<file path="config.mk">
export PLATFORM = sky130hd
export DESIGN_NAME = teba_ctrl
export DESIGN_NICKNAME = d
export VERILOG_FILES = /design/src/design/teba_pkg.sv /design/src/design/teba_ctrl.sv
export SDC_FILE = /design/constraint.sdc
export NUM_CORES = 1
export LEC_CHECK = 0
export ABC_AREA = 0
export BUFFER_PORTS_ARGS = -buffer_cell sky130_fd_sc_hd__buf_2
export CAP_MARGIN = 15
export CORE_AREA = 2 2 39 41
export CTS_CLUSTER_DIAMETER = 50
export DETAILED_ROUTE_END_ITERATION = 8
export DIE_AREA = 0 0 41 43
export PLACE_DENSITY_LB_ADDON = 0.08
export SYNTH_ARGS = -nofsm -noshare
export SYNTH_HDL_FRONTEND = slang
export SYNTH_SLANG_ARGS = --single-unit
</file>
<file path="constraint.sdc">
create_clock -name aclk -period 2.8 [get_ports aclk]
set_input_delay 0.14 -clock aclk [delete_from_list [all_inputs] [get_ports aclk]]
set_output_delay 0.14 -clock aclk [all_outputs]
set_load 0.05 [all_outputs]
</file>
<file path="src/design/teba_pkg.sv">
// Shared types and constants of the two-ended bump allocator.
// Used by teba_ctrl, teba_dp and two_ended_bump_allocator; depends on nothing.
package teba_pkg;

    localparam int SIZE_W      = 11;  // req_size, chunk size entries, threshold
    localparam int OFF_W       = 11;  // free_offset
    localparam int CHUNK_OFF_W = 10;  // chunk_offset result field
    localparam int STATUS_W    = 3;

    localparam int POOL_BYTES_DEF = 1024;
    localparam logic [SIZE_W-1:0] THRESH_RESET = 11'd64;

    typedef enum logic [STATUS_W-1:0] {
        ST_OK       = 3'd0,
        ST_OOM      = 3'd1,
        ST_NOSPACE  = 3'd2,
        ST_OUTSIDE  = 3'd3,
        ST_NOTSTART = 3'd4,
        ST_NOTALLOC = 3'd5
    } status_t;

    // controller -> datapath
    typedef struct packed {
        logic load;    // latch the accepted input beat
        logic decide;  // latch the result and commit the operation if it passes
        logic emit;    // move the result into the output register
    } teba_cmd_t;

    // datapath -> controller
    typedef struct packed {
        logic walk_busy;  // bitmap walker still writing
        logic ok;         // operation under decision passes all checks
        logic out_free;   // output register can take a result this cycle
    } teba_sts_t;

endpackage

</file>
<file path="src/design/teba_ctrl.sv">
// Sequencing state machine of the allocator.
// Depends on teba_pkg for the command and status structs.
module teba_ctrl (
    input  logic                aclk,
    input  logic                aresetn,
    input  logic                s_tvalid,
    output logic                s_tready,
    input  teba_pkg::teba_sts_t sts,
    output teba_pkg::teba_cmd_t cmd
);
    import teba_pkg::*;

    typedef enum logic [2:0] {
        S_CLEAR,
        S_IDLE,
        S_READ,
        S_DECIDE,
        S_WALK,
        S_EMIT
    } state_t;

    state_t state_reg, state_next;
    logic   tready_reg, tready_next;

    always_comb begin
        state_next  = state_reg;
        tready_next = 1'b0;
        case (state_reg)
            S_CLEAR: begin
                if (!sts.walk_busy) begin
                    state_next  = S_IDLE;
                    tready_next = 1'b1;
                end
            end
            S_IDLE: begin
                if (s_tvalid && tready_reg) begin
                    state_next = S_READ;
                end else begin
                    tready_next = 1'b1;
                end
            end
            S_READ:   state_next = S_DECIDE;
            S_DECIDE: state_next = sts.ok ? S_WALK : S_EMIT;
            S_WALK: begin
                if (!sts.walk_busy) begin
                    state_next = S_EMIT;
                end
            end
            S_EMIT: begin
                if (sts.out_free) begin
                    state_next  = S_IDLE;
                    tready_next = 1'b1;
                end
            end
            default: begin
                state_next  = S_IDLE;
                tready_next = 1'b1;
            end
        endcase
    end

    always_ff @(posedge aclk) begin
        if (!aresetn) begin
            state_reg  <= S_CLEAR;
            tready_reg <= 1'b0;
        end else begin
            state_reg  <= state_next;
            tready_reg <= tready_next;
        end
    end

    assign s_tready   = tready_reg;
    assign cmd.load   = s_tvalid && tready_reg;
    assign cmd.decide = (state_reg == S_DECIDE);
    assign cmd.emit   = (state_reg == S_EMIT) && sts.out_free;

endmodule

</file>
==> flow_summary.toml, run 1 <==
[worst_setup_path]
worst_path_dominant_cell_family = "flip-flops"
critical_path_arrival_ns = 1.34
critPathMaxFanout = 9
worst-endpoint-required_ns = 2.66
timing.setup.critical_path_class = "reg2out"
cp_endpoint_kind = "output port"
start_kind = "flop"
critical_path_cell_by_cell = "and2b_2 > and3_1 > buf_2"
timing.critical_path.slowest_cell_delay_ns = 0.47
critical-path-slowest-cell = "sky130_fd_sc_hd__dfxtp_1"
worstPathBufferInverterCount = 1

[placement]
detailed_place_hpwl_um = 415
port_buffers = 9
place_inst = 49
gpl.final_weighted_congestion = 0.687

[clocking]
clock_tree.buffer_depth = 2
cts.clk_slew.worst_paths_ns = 0.04
post_cts_setup_buffer_count = 0
htreeDepth = 1
numCtsBuffers = 3
post_cts_hold_buffer_count = 0
gates_resized_cts_repair = 0
cts_tree = "built"
clkSinkCount = 4
insertion_delay_ns = 0.24
cts_root_buffer = "sky130_fd_sc_hd__clkbuf_4"

[sta]
final_min_period_over_clock_period = 0.530
final_period_minus_worst_setup_slack_ns = 1.48
tightest_pin_transition_ns = 0.279
number_of_hold_violations_in_the_final_report = 0
finClkSkew_ns = 0.00327
final-setup-viol-count = 0
slew_viol_final = 0
timing.slew.headroom = 0.814
rsz0062_at_grt = "no"
final.hold.worst_slack_ns = 0.157
maxClockFrequency_mhz = 674
final.setup.tns_ns = 0

[logic_synthesis]
yosys.cell_count.top_type = "sky130_fd_sc_hd__dfxtp_1"
share_of_the_synthesized_netlist_area_taken_by_xor_and_xnor_gates = 0
synthesis.nets = 31
postSynthRegisterBits = 4
synth_adder_area_share = 0
synthDominantAreaCellType = "sky130_fd_sc_hd__dfxtp_1"
synth_sequential_area_ratio = 0.348
portion_of_netlist_area_occupied_by_mux_cells = 0.0435
synth_commonest_cells = "4 x sky130_fd_sc_hd__dfxtp_1, 3 x sky130_fd_sc_hd__inv_1"
post_synth_instance_area_um2 = 230
synth_largest_type_area_fraction = 0.348
ys.flop_type = "sky130_fd_sc_hd__dfxtp_1"
synth_cell_type_count = 20
synth_enable_flop_cells = 0
synth_area_in_simple_gates = 0.266
synth_compound_gate_area_share = 0.245
yosys_warnings = 0
post_synth_inst_count = 25
ffs_w_async_s_r_synth = 0
largest_family_of_logic_cells_by_synthesized_area = "simple AND/OR/NAND/NOR gates"
synth_top_cells_by_area = "sky130_fd_sc_hd__dfxtp_1 35%, sky130_fd_sc_hd__nor3b_2 5.4%, sky130_fd_sc_hd__buf_6 4.9%, sky130_fd_sc_hd__inv_1 4.9%, sky130_fd_sc_hd__mux2i_1 4.3%"
avgSynthCellArea_um2 = 9.21

[final_layout]
largest_register_ffs = 3
layout.core_utilization = 0.222
post_route_cells_drive_above_1_share = 0.417
final_nets = 44
flow.area_growth_from_synthesis_pct = 33.2
layout.cells.non_filler = 52
insertedDiodeCount = 0

[floorplanning]
core_um2 = 1380
die_outline_area_um2 = 1760
floorplan.io_pins = 10
initial_core_util = 0.166
chipWidth_um = 41
placement_row_count = 14
die_height_um = 43

[routing]
met3_length_um = 50
avgViaCountPerCell = 4.23
drt_first_iter_violations = 3
met1Wirelength_um = 267
remaining_drc_errors = 0
detailed_routing_iteration_count_for_the_pre_antenna_repair_pass = 2
route.met2.wl_um = 233
wire_per_inst_um = 10.6
ant_nets = 0
wirelength_um = 551
top_metal_used = "met3"
route.vias.total = 220

[power]
share_clk_of_total_power = 0.446
intPower_w = 0.000120
irDropWorstVdd_mv = 0.161
switchingPower_w = 0.0000464
power.density_nw_per_um2 = 541
pwr-share-comb = 0.163
seqPwrFrac = 0.392
p_leak_nw = 0.157
sw_frac_of_total = 0.280

[global_routing]
grt_pass1_wl_um = 952
grt.total_usage = 0.0863
first_global_vias = 212
initial_antenna_violation_count = 0
grt_max_degree = 10
overflow = 0

[hold_path]
hold_path_class = "in2reg"

[job]
maxCapViolCount = 0

[status]
run_status = "finished, final reports clean"
-- cells by family after synthesis --
logic type	after synthesis
AOI/OAI and AO/OA	8
buffers and inverters	4
DFF	4
muxes	1
and+or+nand+nor	8
-- path summary, 6_finish.rpt --
path / depth (start not counted) / end / slack (ns) / from
setup / recovery: 3 / cmd[0] / 1.32 / state_reg[1]$_SDFFE_PN0P_
hold / removal: 2 / state_reg[2]$_SDFFE_PN0P_ / 0.16 / aresetn
setup reg to reg: 3 / state_reg[0]$_SDFFE_PN0P_ / 1.73 / state_reg[1]$_SDFFE_PN0P_
hold reg to reg: 1 / state_reg[0]$_SDFFE_PN0P_ / 0.55 / state_reg[0]$_SDFFE_PN0P_
-- layout by cell type, fill, tap and decap left out --
cell	count
sky130_fd_sc_hd__buf_2	9
sky130_fd_sc_hd__dfxtp_1	4
sky130_fd_sc_hd__inv_1	3
sky130_fd_sc_hd__clkbuf_4	3
sky130_fd_sc_hd__and3_2	1
sky130_fd_sc_hd__and2b_2	1
sky130_fd_sc_hd__and3_1	1
sky130_fd_sc_hd__nand2_1	1
sky130_fd_sc_hd__a211oi_1	1
sky130_fd_sc_hd__o21a_1	1
sky130_fd_sc_hd__and3b_1	1
sky130_fd_sc_hd__mux2i_1	1
sky130_fd_sc_hd__nor3b_2	1
sky130_fd_sc_hd__or2b_1	1
sky130_fd_sc_hd__o211ai_1	1
sky130_fd_sc_hd__nor4_1	1
sky130_fd_sc_hd__a21oi_1	1
sky130_fd_sc_hd__a21boi_1	1
sky130_fd_sc_hd__a21o_1	1
sky130_fd_sc_hd__o31ai_1	1
sky130_fd_sc_hd__a31oi_1	1
-- area by class of cell --
cell class / count / area (um2)
sequential: 4 / 80.1
inverter: 3 / 11.3
timing repair buffer: 9 / 45.0
tap: 16 / 20.0
fill: 164 / 1080
clock buffer: 3 / 22.5
multi-input combinational: 17 / 128
-- stage by stage --
step / setup slack, ns / area (um2) / total power, W
after floorplan: 1.58 / 230 / 0.0000846
after global placement: 1.58 / 284 / 0.0000932
after detailed placement: 1.57 / 284 / 0.0000932
after CTS: 1.31 / 307 / 0.000170
after global routing: 1.25 / 307 / 0.000176
final: 1.32 / 307 / 0.000166
-- power by group through the flow --
stage,clock network (W),registers [W],logic [W]
after floorplan,0,0.0000690,0.0000156
after global placement,0,0.0000659,0.0000273
after detailed placement,0,0.0000659,0.0000273
after CTS,0.0000773,0.0000650,0.0000274
after global routing,0.0000804,0.0000656,0.0000300
final,0.0000740,0.0000650,0.0000270
-- per-layer routing --
layer / up-vias / GRT usage
met2: 7 / 0.0938
met3: 0 / 0.0314
li1: 112 / -
met5: - / 0
met1: 101 / 0.122
met4: 0 / 0.0800
Note: power is estimated with default switching activity, not from simulation.
==> run 2: changes to the inputs <==
==> constraint.sdc (replaced) <==
create_clock -name aclk -period 1.54 [get_ports aclk]
set_input_delay 0.077 -clock aclk [delete_from_list [all_inputs] [get_ports aclk]]
set_output_delay 0.077 -clock aclk [all_outputs]
set_load 0.05 [all_outputs]
==> run 2 against run 1 <==
Effect of this change:
- worst setup slack got worse by 1.2 ns
- combinational power rose by 83%
- sequential power up 82%
- worst hold slack worse by 0.049 ns
- first-iteration DRC count grew 33%
- clock skew rose by 0.00054 ns
- critical path depth stayed put
- die area is the same
- final cell count is the same
- via count is 4.1% higher
- design area unchanged
- count of clock-buffer cells in the layout is the same
- critical endpoint unchanged
- largest cell class unchanged
- largest power group unchanged
==> flow_summary.toml, run 2 (synthesis gave the netlist of run 1 again) <==
[sta]
final-setup-viol-count = 0
slew_viol_final = 0
tightest_pin_transition_ns = 0.250
finClkSkew_ns = 0.00380
final.setup.tns_ns = 0
rsz0062_at_grt = "no"
final_min_period_over_clock_period = 0.899
final_period_minus_worst_setup_slack_ns = 1.38
timing.slew.headroom = 0.832
number_of_hold_violations_in_the_final_report = 0
maxClockFrequency_mhz = 723

[worst_setup_path]
critPathMaxFanout = 9
cp_endpoint_kind = "output port"
setup.reg_to_reg.worst_slack_ns = 0.47
critical_path.reg2reg.endpoint = "state_reg[2]$_SDFFE_PN0P_"
worst-endpoint-required_ns = 1.46
regToRegStartpoint = "state_reg[2]$_SDFFE_PN0P_"
start_kind = "flop"
critical_path_cell_by_cell = "and2b_2 > and3_1 > buf_2"
timing.setup.critical_path_class = "reg2out"
reg2reg_depth = 3
critical-path-slowest-cell = "sky130_fd_sc_hd__dfxtp_1"
timing.critical_path.slowest_cell_delay_ns = 0.45
critical_path_arrival_ns = 1.31

[clocking]
clkSinkCount = 4
numCtsBuffers = 3
cts.clk_slew.worst_paths_ns = 0.04
post_cts_setup_buffer_count = 0
cts_tree = "built"
insertion_delay_ns = 0.23
clock_tree.buffer_depth = 2
cts_root_buffer = "sky130_fd_sc_hd__clkbuf_4"
htreeDepth = 1
post_cts_hold_buffer_count = 0
gates_resized_cts_repair = 0

[global_routing]
grt_max_degree = 10
first_global_vias = 219
grt_pass1_wl_um = 938
initial_antenna_violation_count = 0
grt.total_usage = 0.0834
overflow = 0

[hold_path]
start_point_of_the_worst_hold_path = "aresetn"
whs_endpoint = "state_reg[2]$_SDFFE_PN0P_"
whs_path_depth = 2
hold_path_class = "in2reg"

[placement]
gpl.final_weighted_congestion = 0.698
port_buffers = 9
place_inst = 49
post_dp_cell_area_um2 = 284
detailed_place_hpwl_um = 410

[floorplanning]
die_outline_area_um2 = 1760
initial_core_util = 0.166
die_height_um = 43
floorplan.io_pins = 10
core_um2 = 1380
placement_row_count = 14
chipWidth_um = 41

[power]
report.power.total_w = 0.000297
power.density_nw_per_um2 = 969
p_leak_nw = 0.157
irDropWorstVdd_mv = 0.272

[final_layout]
layout_commonest_cell = "sky130_fd_sc_hd__buf_2"
flow.area_growth_from_synthesis_pct = 33.2
final_nets = 44
postLayoutCellArea_um2 = 307
post_route_cells_drive_above_1_share = 0.417
layout_common_cells = "9 x sky130_fd_sc_hd__buf_2, 4 x sky130_fd_sc_hd__dfxtp_1, 3 x sky130_fd_sc_hd__inv_1, 3 x sky130_fd_sc_hd__clkbuf_4"
insertedDiodeCount = 0
largest_register_ffs = 3
final.fill_count = 165
layout.cells.non_filler = 52

[routing]
wire_per_inst_um = 10.2
drt_first_iter_violations = 4
met1Wirelength_um = 242
met3_length_um = 36
top_metal_used = "met4"
remaining_drc_errors = 0
route.met2.wl_um = 245
route.vias.total = 229
ant_nets = 0
wirelength_um = 529
detailed_routing_iteration_count_for_the_pre_antenna_repair_pass = 3
avgViaCountPerCell = 4.40

[status]
run_status = "finished, final reports clean"

[job]
maxCapViolCount = 0
==> run 2: cell counts in the layout (fill, tap and decap cells not counted) <==
Identical to the previous run, type by type.
==> run 2: per-layer routing <==
metal,track usage,up-vias
li1,-,112
met1,0.100,108
met2,0.106,7
met3,0.0157,2
met4,0.100,0
met5,0,-
==> run 2: layout make-up <==
type / instances / area [um2] / area share
Multi-Input combinational cell: 17 / 128 / 0.416
Sequential cell: 4 / 80.1 / 0.261
Timing Repair Buffer: 9 / 45.0 / 0.147
Clock buffer: 3 / 22.5 / 0.0735
Tap cell: 16 / 20.0 / 0.0653
Inverter: 3 / 11.3 / 0.0367
==> run 2: metrics by stage <==
step	utilization	hold WS [ns]	setup slack, ns
2_1_floorplan	-	0.195	0.384
3_3_place_gp	0.205	0.343	0.386
3_5_place_dp	0.205	0.341	0.399
4_1_cts	0.222	0.0963	0.139
5_1_grt	0.222	0.113	0.0673
6_report	0.222	0.107	0.156
==> run 2: how the worst max path moves through the flow <==
stage                               from  endpoint  slack (ns)
6_report       state_reg[1]$_SDFFE_PN0P_    cmd[0]        0.16
5_1_grt        state_reg[1]$_SDFFE_PN0P_    cmd[0]        0.07
4_1_cts        state_reg[1]$_SDFFE_PN0P_    cmd[0]        0.14
3_5_place_dp   state_reg[1]$_SDFFE_PN0P_    cmd[0]        0.40
3_3_place_gp   state_reg[1]$_SDFFE_PN0P_    cmd[0]        0.39
2_1_floorplan        s_tready$_SDFF_PN0_    cmd[2]        0.38
==> run 2: worst max-delay path, delay by kind of cell (launching register included) <==
kind          cells  cell delay [ns]
buf+inv           1             0.20
simple gates      2             0.43
flops             1             0.45
==> run 2: report_power, final <==
part / internal, W / total [W] / switching, W / leakage (nW)
sequential: 0.000110 / 0.000118 / 0.00000793 / 0.0329
clock: 0.0000872 / 0.000130 / 0.0000425 / 0.0138
combinational: 0.0000199 / 0.0000494 / 0.0000295 / 0.110
